## src/sv/kad_pkg.sv

```systemverilog
// Shared types, codes and saturation helper for the apogee detector.
`timescale 1ns / 1ps
package kad_pkg;

  localparam int WIDE_W = 72;

  localparam logic [1:0] CMD_SAMPLE = 2'd0;
  localparam logic [1:0] CMD_INIT   = 2'd1;
  localparam logic [1:0] CMD_CLEAR  = 2'd2;
  localparam logic [1:0] CMD_UNUSED = 2'd3;

  localparam logic [2:0] CFG_TIME_STEP = 3'd0;
  localparam logic [2:0] CFG_ALT_NOISE = 3'd1;
  localparam logic [2:0] CFG_VEL_NOISE = 3'd2;
  localparam logic [2:0] CFG_MEAS_NOISE = 3'd3;
  localparam logic [2:0] CFG_MIN_ALT   = 3'd4;
  localparam logic [2:0] CFG_MAX_VEL   = 3'd5;
  localparam logic [2:0] CFG_CONFIRM   = 3'd6;

  localparam logic signed [WIDE_W-1:0] SAT_MAX = {{(WIDE_W-31){1'b0}}, {31{1'b1}}};
  localparam logic signed [WIDE_W-1:0] SAT_MIN = {{(WIDE_W-31){1'b1}}, {31{1'b0}}};

  // One multiply step of the filter sequence.
  typedef enum logic [3:0] {
    ST_ZP, ST_P00A, ST_DT2, ST_P00, ST_P01,
    ST_ALT, ST_VEL, ST_VA, ST_CC, ST_VV
  } step_e;

  typedef struct packed {
    logic  load;
    logic  init;
    logic  clr_flag;
    logic  mul;
    logic  upd;
    logic  div_start;
    logic  take_gain;
    logic  detect;
    logic  publish;
    step_e step;
  } ctrl_t;

  function automatic logic signed [31:0] sat32(input logic signed [WIDE_W-1:0] v);
    logic signed [31:0] r;
    if (v > SAT_MAX) r = 32'sh7FFFFFFF;
    else if (v < SAT_MIN) r = 32'sh80000000;
    else r = v[31:0];
    return r;
  endfunction

endpackage

```

## src/sv/kad_ctrl.sv

```systemverilog
// Sequencer that steps the filter datapath and owns the channel handshakes.
`timescale 1ns / 1ps
module kad_ctrl (
  input  logic           clk_i,
  input  logic           rst_ni,
  input  logic           in_valid_i,
  input  logic [1:0]     cmd_i,
  output logic           in_ready_o,
  output logic           out_valid_o,
  input  logic           out_ready_i,
  input  logic           div_busy_i,
  output kad_pkg::ctrl_t ctrl_o
);

  typedef enum logic [2:0] {
    S_IDLE, S_MUL, S_UPD, S_DIV, S_DWAIT, S_GAIN, S_DET, S_PUB
  } state_e;

  state_e         state_q;
  kad_pkg::step_e step_q;
  logic           out_valid_q;
  logic           accept, pub_ok;

  assign accept = in_valid_i && (state_q == S_IDLE);
  assign pub_ok = (state_q == S_PUB) && (!out_valid_q || out_ready_i);

  always_comb begin
    ctrl_o           = '0;
    ctrl_o.step      = step_q;
    ctrl_o.load      = accept;
    ctrl_o.init      = accept && (cmd_i == kad_pkg::CMD_INIT);
    ctrl_o.clr_flag  = accept && (cmd_i == kad_pkg::CMD_CLEAR);
    ctrl_o.mul       = (state_q == S_MUL);
    ctrl_o.upd       = (state_q == S_UPD);
    ctrl_o.div_start = (state_q == S_DIV);
    ctrl_o.take_gain = (state_q == S_GAIN);
    ctrl_o.detect    = (state_q == S_DET);
    ctrl_o.publish   = pub_ok;
  end

  always_ff @(posedge clk_i or negedge rst_ni) begin
    if (!rst_ni) begin
      state_q     <= S_IDLE;
      step_q      <= kad_pkg::ST_ZP;
      out_valid_q <= 1'b0;
    end else begin
      if (pub_ok) out_valid_q <= 1'b1;
      else if (out_ready_i) out_valid_q <= 1'b0;
      case (state_q)
        S_IDLE: begin
          if (accept) begin
            step_q  <= kad_pkg::ST_ZP;
            state_q <= (cmd_i == kad_pkg::CMD_SAMPLE) ? S_MUL : S_PUB;
          end
        end
        S_MUL: state_q <= S_UPD;
        S_UPD: begin
          case (step_q)
            kad_pkg::ST_ZP:   begin step_q <= kad_pkg::ST_P00A; state_q <= S_MUL; end
            kad_pkg::ST_P00A: begin step_q <= kad_pkg::ST_DT2;  state_q <= S_MUL; end
            kad_pkg::ST_DT2:  begin step_q <= kad_pkg::ST_P00;  state_q <= S_MUL; end
            kad_pkg::ST_P00:  begin step_q <= kad_pkg::ST_P01;  state_q <= S_MUL; end
            kad_pkg::ST_P01:  state_q <= S_DIV;
            kad_pkg::ST_ALT:  begin step_q <= kad_pkg::ST_VEL;  state_q <= S_MUL; end
            kad_pkg::ST_VEL:  begin step_q <= kad_pkg::ST_VA;   state_q <= S_MUL; end
            kad_pkg::ST_VA:   begin step_q <= kad_pkg::ST_CC;   state_q <= S_MUL; end
            kad_pkg::ST_CC:   begin step_q <= kad_pkg::ST_VV;   state_q <= S_MUL; end
            kad_pkg::ST_VV:   state_q <= S_DET;
            default:          state_q <= S_IDLE;
          endcase
        end
        S_DIV:   state_q <= S_DWAIT;
        S_DWAIT: if (!div_busy_i) state_q <= S_GAIN;
        S_GAIN: begin
          step_q  <= kad_pkg::ST_ALT;
          state_q <= S_MUL;
        end
        S_DET: state_q <= S_PUB;
        S_PUB: if (pub_ok) state_q <= S_IDLE;
        default: state_q <= S_IDLE;
      endcase
    end
  end

  assign in_ready_o  = (state_q == S_IDLE);
  assign out_valid_o = out_valid_q;

endmodule

```

## config.mk

```make
export PLATFORM = sky130hd
export DESIGN_NAME = kad_ctrl
export DESIGN_NICKNAME = d
export VERILOG_FILES = /design/src/sv/kad_pkg.sv /design/src/sv/kad_ctrl.sv
export SDC_FILE = /design/constraint.sdc
export NUM_CORES = 1
export LEC_CHECK = 0
export BUFFER_PORTS_ARGS = -buffer_cell sky130_fd_sc_hd__buf_2
export CAP_MARGIN = 20
export CORE_UTILIZATION = 30
export DETAILED_ROUTE_END_ITERATION = 7
export PLACE_DENSITY = 0.61
export SETUP_SLACK_MARGIN = 0.15
export SYNTH_ARGS = -nofsm -noshare
export SYNTH_HDL_FRONTEND = slang
export SYNTH_SLANG_ARGS = --single-unit
```

## constraint.sdc

```tcl
create_clock -name clk_i -period 3.4 [get_ports clk_i]
set_input_delay 0.51 -clock clk_i [delete_from_list [all_inputs] [get_ports clk_i]]
set_output_delay 0.51 -clock clk_i [all_outputs]
set_load 0.01 [all_outputs]
```

==> summary.txt, run 1 <==
Worst setup path
  – Crit path required time: 2.89 ns
  – Startpoint types: register
  – Worst r2r path cells: 5
  – R2R Setup Slk: about 1.9 ns
  – Arr. time, crit path: 1.49 ns
  – CP max stage delay: 0.52 ns
  – R2r endpoint: step_q[0]$_DFFE_PN0P_
  – Kind of critical path: register to output pin
  – Critical Path, Cell by Cell: nor3_2 > nand2_1 > nor3b_1 > buf_2
  – Critical path fanouts, max: 13
  – Reg2reg start: state_q[1]$_DFFE_PN0P_
  – Slowest CP cell: dfrtp_1
  – CP Capture Type: output pin

Place
  – Port bufs: 21
  – Pre-CTS WS: 1.68 ns
  – Final HPWL from detailed placement: roughly 1000 um
  – Routability cong.: 0.706

Timing
  – Final Slew Violations: 0
  – Final Hold Fails: 0
  – Final setup vio count: 0
  – Fin Setup TNS: 0 ns
  – Unrepaired setup endpoints after global routing: false
  – Fin worst setup slack: 1.40 ns
  – Clock skew: just over 0.008 ns
  – Normalized max-slew margin: approximately 66%
  – Max frequency: 500 MHz
  – Slew @ Worst Pin: 0.507 ns
  – Final period util: between 50% and 60%
  – Final min period: 2.00 ns

Synth
  – Mean Syn Cell Area: 8.17 um2
  – Top FF cell, synth: dfrtp_1
  – Syn_nets: 79
  – Number of synthesized flops with an enable pin: 0
  – Synth unique cells: 35
  – Synth warn: 0
  – Ys async rst share: 100%
  – Synth Register Bits: 8
  – Sequential share of the synthesized area: between 30% and 40%
  – Mapped cell area: 588 um2
  – Synthesized instance count: 72

Floorplanning
  – # IOs: 22
  – Core ar.: 0.00178 mm2
  – Die width: about 46 um
  – Die area: 0.00214 mm2
  – Row cnt: 15
  – Die H: about 46 um
  – Initial Utilization: 33.0%

Clock tree
  – Num CTS Buffers: 3
  – # Post-CTS Setup Buffers: 0
  – CTS Hold Bufs: 0
  – CTS tree: built
  – Root Buffer: clkbuf_4
  – # H-tree levels: 1
  – CTS-repair resized insts: 0
  – Max Root-Sink Buffers: 2
  – Worst-path clk slew: 0.06 ns
  – Clock sinks: 8
  – Clk_lat worst skew: 0.26 ns

Power and ir drop
  – Pleak: between 0.3 and 0.4 nW
  – PwrDens: 949 mW/mm2
  – Worst VDD drop: 0.000342 V

Worst hold path
  – Worst Hold Class: input port to asynchronous set/reset pin

Final layout
  – Layout cells sized above 1: a little over a third
  – Commonest cells after routing, fill and taps aside: 21 x buf_2, 8 x dfrtp_1, 7 x nor2_1
  – Layout area overhead: 19.4%
  – Post-layout util: approximately two fifths
  – Fill cells: 192
  – Antenna Cells: 0
  – Layout Nets: 98
  – Most common cell after layout, fill and taps aside: buf_2

Global route
  – Initial antenna violation count: 0
  – Vias in the first global route: 442
  – Pin count of the biggest net entering global routing: 18
  – Global Route Usage Sum: 13.7%
  – GRT overflow: 0
  – First-pass GRT wire length: 2.03 mm

Detailed routing
  – Via density: 4.96
  – Antenna viol nets, final: 0
  – DR pass1 iterations: 4
  – Final wirelength: between 1 and 1.5 mm
  – Wirelength per Cell: between 10 and 15 um
  – Vias post-DR: 565
  – DRC Markers: 0
  – Number of DRC markers in iteration 0: 15

Status
  – Status: complete, no violations

Flow run
  – # Max-Cap Violations: 0
-- where the power goes --
group          internal, W  leakage [nW]  switching (W)  total (W)
registers         0.000142        0.0998       0.000117   0.000258
clock network    0.0000406        0.0138      0.0000355  0.0000761
logic             0.000157         0.230       0.000175   0.000332
-- layer usage --
layer | up-vias | part of all wire (%) | global-route usage (%)
li1 | 295 | - | -
met3 | 0 | 5.1 | 5.88
met2 | 12 | 47 | 18.3
met1 | 258 | 48 | 19.8
met5 | - | 0 | 0
met4 | 0 | 0 | 3.53
-- layout make-up --
type / count / area [um2] / share of cell area [%]
Multi-Input combinational cell: 51 / 319 / 45.5
Tap cell: 25 / 31.3 / 4.46
Clock buffer: 3 / 22.5 / 3.21
Sequential cell: 8 / 200 / 28.5
Inverter: 6 / 23.8 / 3.39
Timing Repair Buffer: 21 / 105 / 15.0
-- kinds of logic (layout without fill, tap and decap cells) --
logic type / after synthesis / in the layout / synth area share, %
buf+inv: 13 / 30 / 11.7
simple gates: 32 / 32 / 31.7
compound gates: 18 / 18 / 20.6
mux: 1 / 1 / 1.91
flops: 8 / 8 / 34.0
-- flip-flops by register name, summed over array words and instances (netlist names) --
signal and flops:
step_q 4, state_q 3, out_valid_o 1
-- worst max path at each step --
stage,start,to,slack [ns],cells past startpoint
after floorplan,state_q[0]$_DFFE_PN0P_,ctrl_o[11],1.60,4
after global placement,state_q[1]$_DFFE_PN0P_,ctrl_o[8],1.70,3
after detailed placement,state_q[2]$_DFFE_PN0P_,ctrl_o[8],1.68,3
after CTS,state_q[0]$_DFFE_PN0P_,ctrl_o[11],1.39,4
after global routing,state_q[0]$_DFFE_PN0P_,ctrl_o[11],1.26,4
final,state_q[0]$_DFFE_PN0P_,ctrl_o[11],1.40,4
-- Yosys cell counts (all sizes together), types with 2 or more instances --
master / n / area share [%]
a31oi: 4 / 4.3
nand3: 2 / 1.7
nor2b: 2 / 2.1
inv: 5 / 3.2
nor2: 8 / 5.5
nand3b: 2 / 2.6
nor3b: 2 / 2.6
nand2: 4 / 2.6
nand2b: 2 / 2.1
a21oi: 4 / 3.4
dfrtp: 8 / 34
nor3: 5 / 6.0
o31ai: 2 / 2.6
buf: 6 / 7.0
-- through the flow --
step / instance area [um2] / power, W / cells / hold WS (ns)
final: 702 / 0.000666 / 114 / 0.0846
after global routing: 702 / 0.000736 / 114 / 0.0778
after CTS: 702 / 0.000671 / 114 / 0.0780
after detailed placement: 679 / 0.000591 / 111 / 0.366
after global placement: 679 / 0.000589 / 111 / 0.364
after floorplan: 588 / 0.000511 / 72 / 0.214
-- critical path, delay by kind of cell (launching register included) --
family	cells	cell delay, ns
simple gates	3	0.55
flops	1	0.52
buf+inv	1	0.16
Power figures use the tool's default switching activity.
==> inputs of run 2 (changes only) <==
PLACE_DENSITY = 0.63   (was 0.61)
clock period = 1.8 ns   (was 3.4 ns; I/O delays follow)
==> run 2 against run 1 <==
Against the previous run:
- combinational power rose to 2.7 times the previous value
- largest cell class unchanged
- final area grew 15%
- non-clock buffer count up 11
- sequential share of layout area shrank 3.3 points
- utilization grew 6.0 points
==> summary.txt, run 2 (synthesized netlist as in run 1, its figures left out) <==
Global route
  – Global Route Usage Sum: 14.4%
  – Grt met3 use: 5.88%
  – GR Util met1: 17.7%
  – Initial antenna violation count: 0
  – Vias in the first global route: about 490
  – GR Layer Usage met2: 23.1%
  – Pin count of the biggest net entering global routing: 13
  – GRT busiest layer: met2
  – First-pass GRT wire length: 2.10 mm
  – GRT overflow: 0

Detailed routing
  – Via density: 5.10
  – Antenna viol nets, final: 0
  – Wirelength per Cell: 12.3 um
  – DR pass1 iterations: 4
  – Vias post-DR: about 640
  – Number of DRC markers in iteration 0: 4
  – Final wirelength: 1.54 mm
  – DRC Markers: 0

Clock tree
  – Worst-path clk slew: 0.06 ns
  – Root Buffer: clkbuf_4
  – Num CTS Buffers: 3
  – CTS tree: built
  – Max Root-Sink Buffers: 2
  – Clock sinks: 8
  – Clk_lat worst skew: 0.26 ns
  – # H-tree levels: 1

Final layout
  – Layout area overhead: 37.7%
  – Largest Register: step_q
  – Post-Layout Cell Count: 125
  – Max reg flops: 4
  – Antenna Cells: 0
  – Layout Nets: 109
  – Commonest cells after routing, fill and taps aside: 21 x buf_2, 10 x buf_4, 7 x nor2_1, 5 x dfrtp_1
  – Most common cell after layout, fill and taps aside: buf_2
  – Layout cells sized above 1: 47.0%

Flow run
  – # Max-Cap Violations: 0

Timing
  – Slew @ Worst Pin: 0.437 ns
  – Final setup vio count: 0
  – Unrepaired setup endpoints after global routing: true
  – Final Hold Fails: 0
  – Normalized max-slew margin: between 70 and 80%
  – Fin Setup TNS: 0 ns
  – Final min period: 1.60 ns
  – Clock skew: 0.00899 ns
  – Max frequency: 624 MHz
  – Hold WS: 0.320 ns
  – Final period util: 89.1%
  – Final Slew Violations: 0

Status
  – Status: complete, no violations

Worst setup path
  – Crit path required time: approximately 1.5 ns
  – CP Capture Type: output pin
  – Arr. time, crit path: 1.33 ns
  – Startpoint types: register
  – Kind of critical path: register to output pin
  – Critical path fanouts, max: 5

Place
  – Routability cong.: 0.797
  – Port bufs: 21
  – # placed instances: 112
  – Final HPWL from detailed placement: 1.02 mm

Floorplanning
  – Core ar.: ~0.0018 mm2
  – # IOs: 22
  – Initial Utilization: 33.0%
  – Die area: 0.00214 mm2
  – Die H: ~46 um
  – Die width: 46.3 um
  – Row cnt: 15

Worst hold path
  – Worst Hold Class: input port to register

Power and ir drop
  – PwrDens: 1820 mW/mm2
  – Worst VDD drop: about 0.00067 V
  – Pleak: around 0.40 nW
==> run 2: cell types whose count changed in the layout (fill, tap and decap cells not counted) <==
cell / delta
dfrtp_2: +3
nor3_2: -1
nor3b_1: -2
buf_4: +10
nor3b_2: +2
nand2_1: -1
dfrtp_1: -3
dlygate4sd3_1: +1
nand2_2: +1
nor3_4: +1
==> run 2: through the flow <==
step                      total power (W)  instance area (um2)  utilization (%)  setup slack [ns]
after floorplan                  0.000964                  588                -             0.237
after global placement            0.00113                  687             38.5             0.331
after detailed placement          0.00114                  687             38.5             0.314
after CTS                         0.00135                  746             41.8             0.152
after global routing              0.00158                  810             45.4             0.137
final                             0.00147                  810             45.4             0.197
==> run 2: layout make-up <==
class / instances / area, um2
fillers: 173 / 973
repair buffers: 32 / 190
well taps: 25 / 31.3
inverters: 6 / 23.8
multi-input cells: 51 / 338
flip-flops and latches: 8 / 204
clock buffers: 3 / 22.5
==> run 2: routing by layer <==
layer / vias up / wire [um]
met2: 21 / 772
met4: 0 / 0
met3: 0 / 82
met1: 297 / 683
li1: 319 / -
met5: - / 0
==> run 2: worst paths after layout <==
check / endpoint / slack [ns] / cells past startpoint / start
worst max-delay path: ctrl_o[8] / 0.20 / 3 / state_q[0]$_DFFE_PN0P_
worst min-delay path: out_valid_o$_DFFE_PN0P_ / 0.32 / 3 / out_ready_i
worst max register to register: step_q[0]$_DFFE_PN0P_ / 0.39 / 4 / state_q[2]$_DFFE_PN0P_
worst min register to register: step_q[0]$_DFFE_PN0P_ / 0.65 / 2 / step_q[0]$_DFFE_PN0P_
max in group asynchronous: state_q[1]$_DFFE_PN0P_ / 1.23 / 2 / rst_ni
min in group asynchronous: step_q[2]$_DFFE_PN0P_ / 0.38 / 2 / rst_ni
==> run 2: critical path: stages, from the launching register on <==
cell and delay (ns):
dfrtp_2 0.44, or3b_4 0.44, clkinv_2 0.07, buf_2 0.12
==> run 2: where the power goes <==
part / switching, W / internal, W / leakage [nW]
combinational: 0.000460 / 0.000433 / 0.288
sequential: 0.000160 / 0.000277 / 0.0964
clock: 0.0000646 / 0.0000766 / 0.0138
==> run 2: what timing repair did <==
| item | CTS | global route |
|---|---|---|
| hold buffers | 1 | 0 |
| pin swaps | 0 | 3 |
| endpoints found under the setup margin | 3 | 3 |
| gates resized for setup | 3 | 4 |
| cloned | 0 | 0 |
| endpoints found under the hold margin | 8 | 0 |
| setup buffers | 3 | 6 |
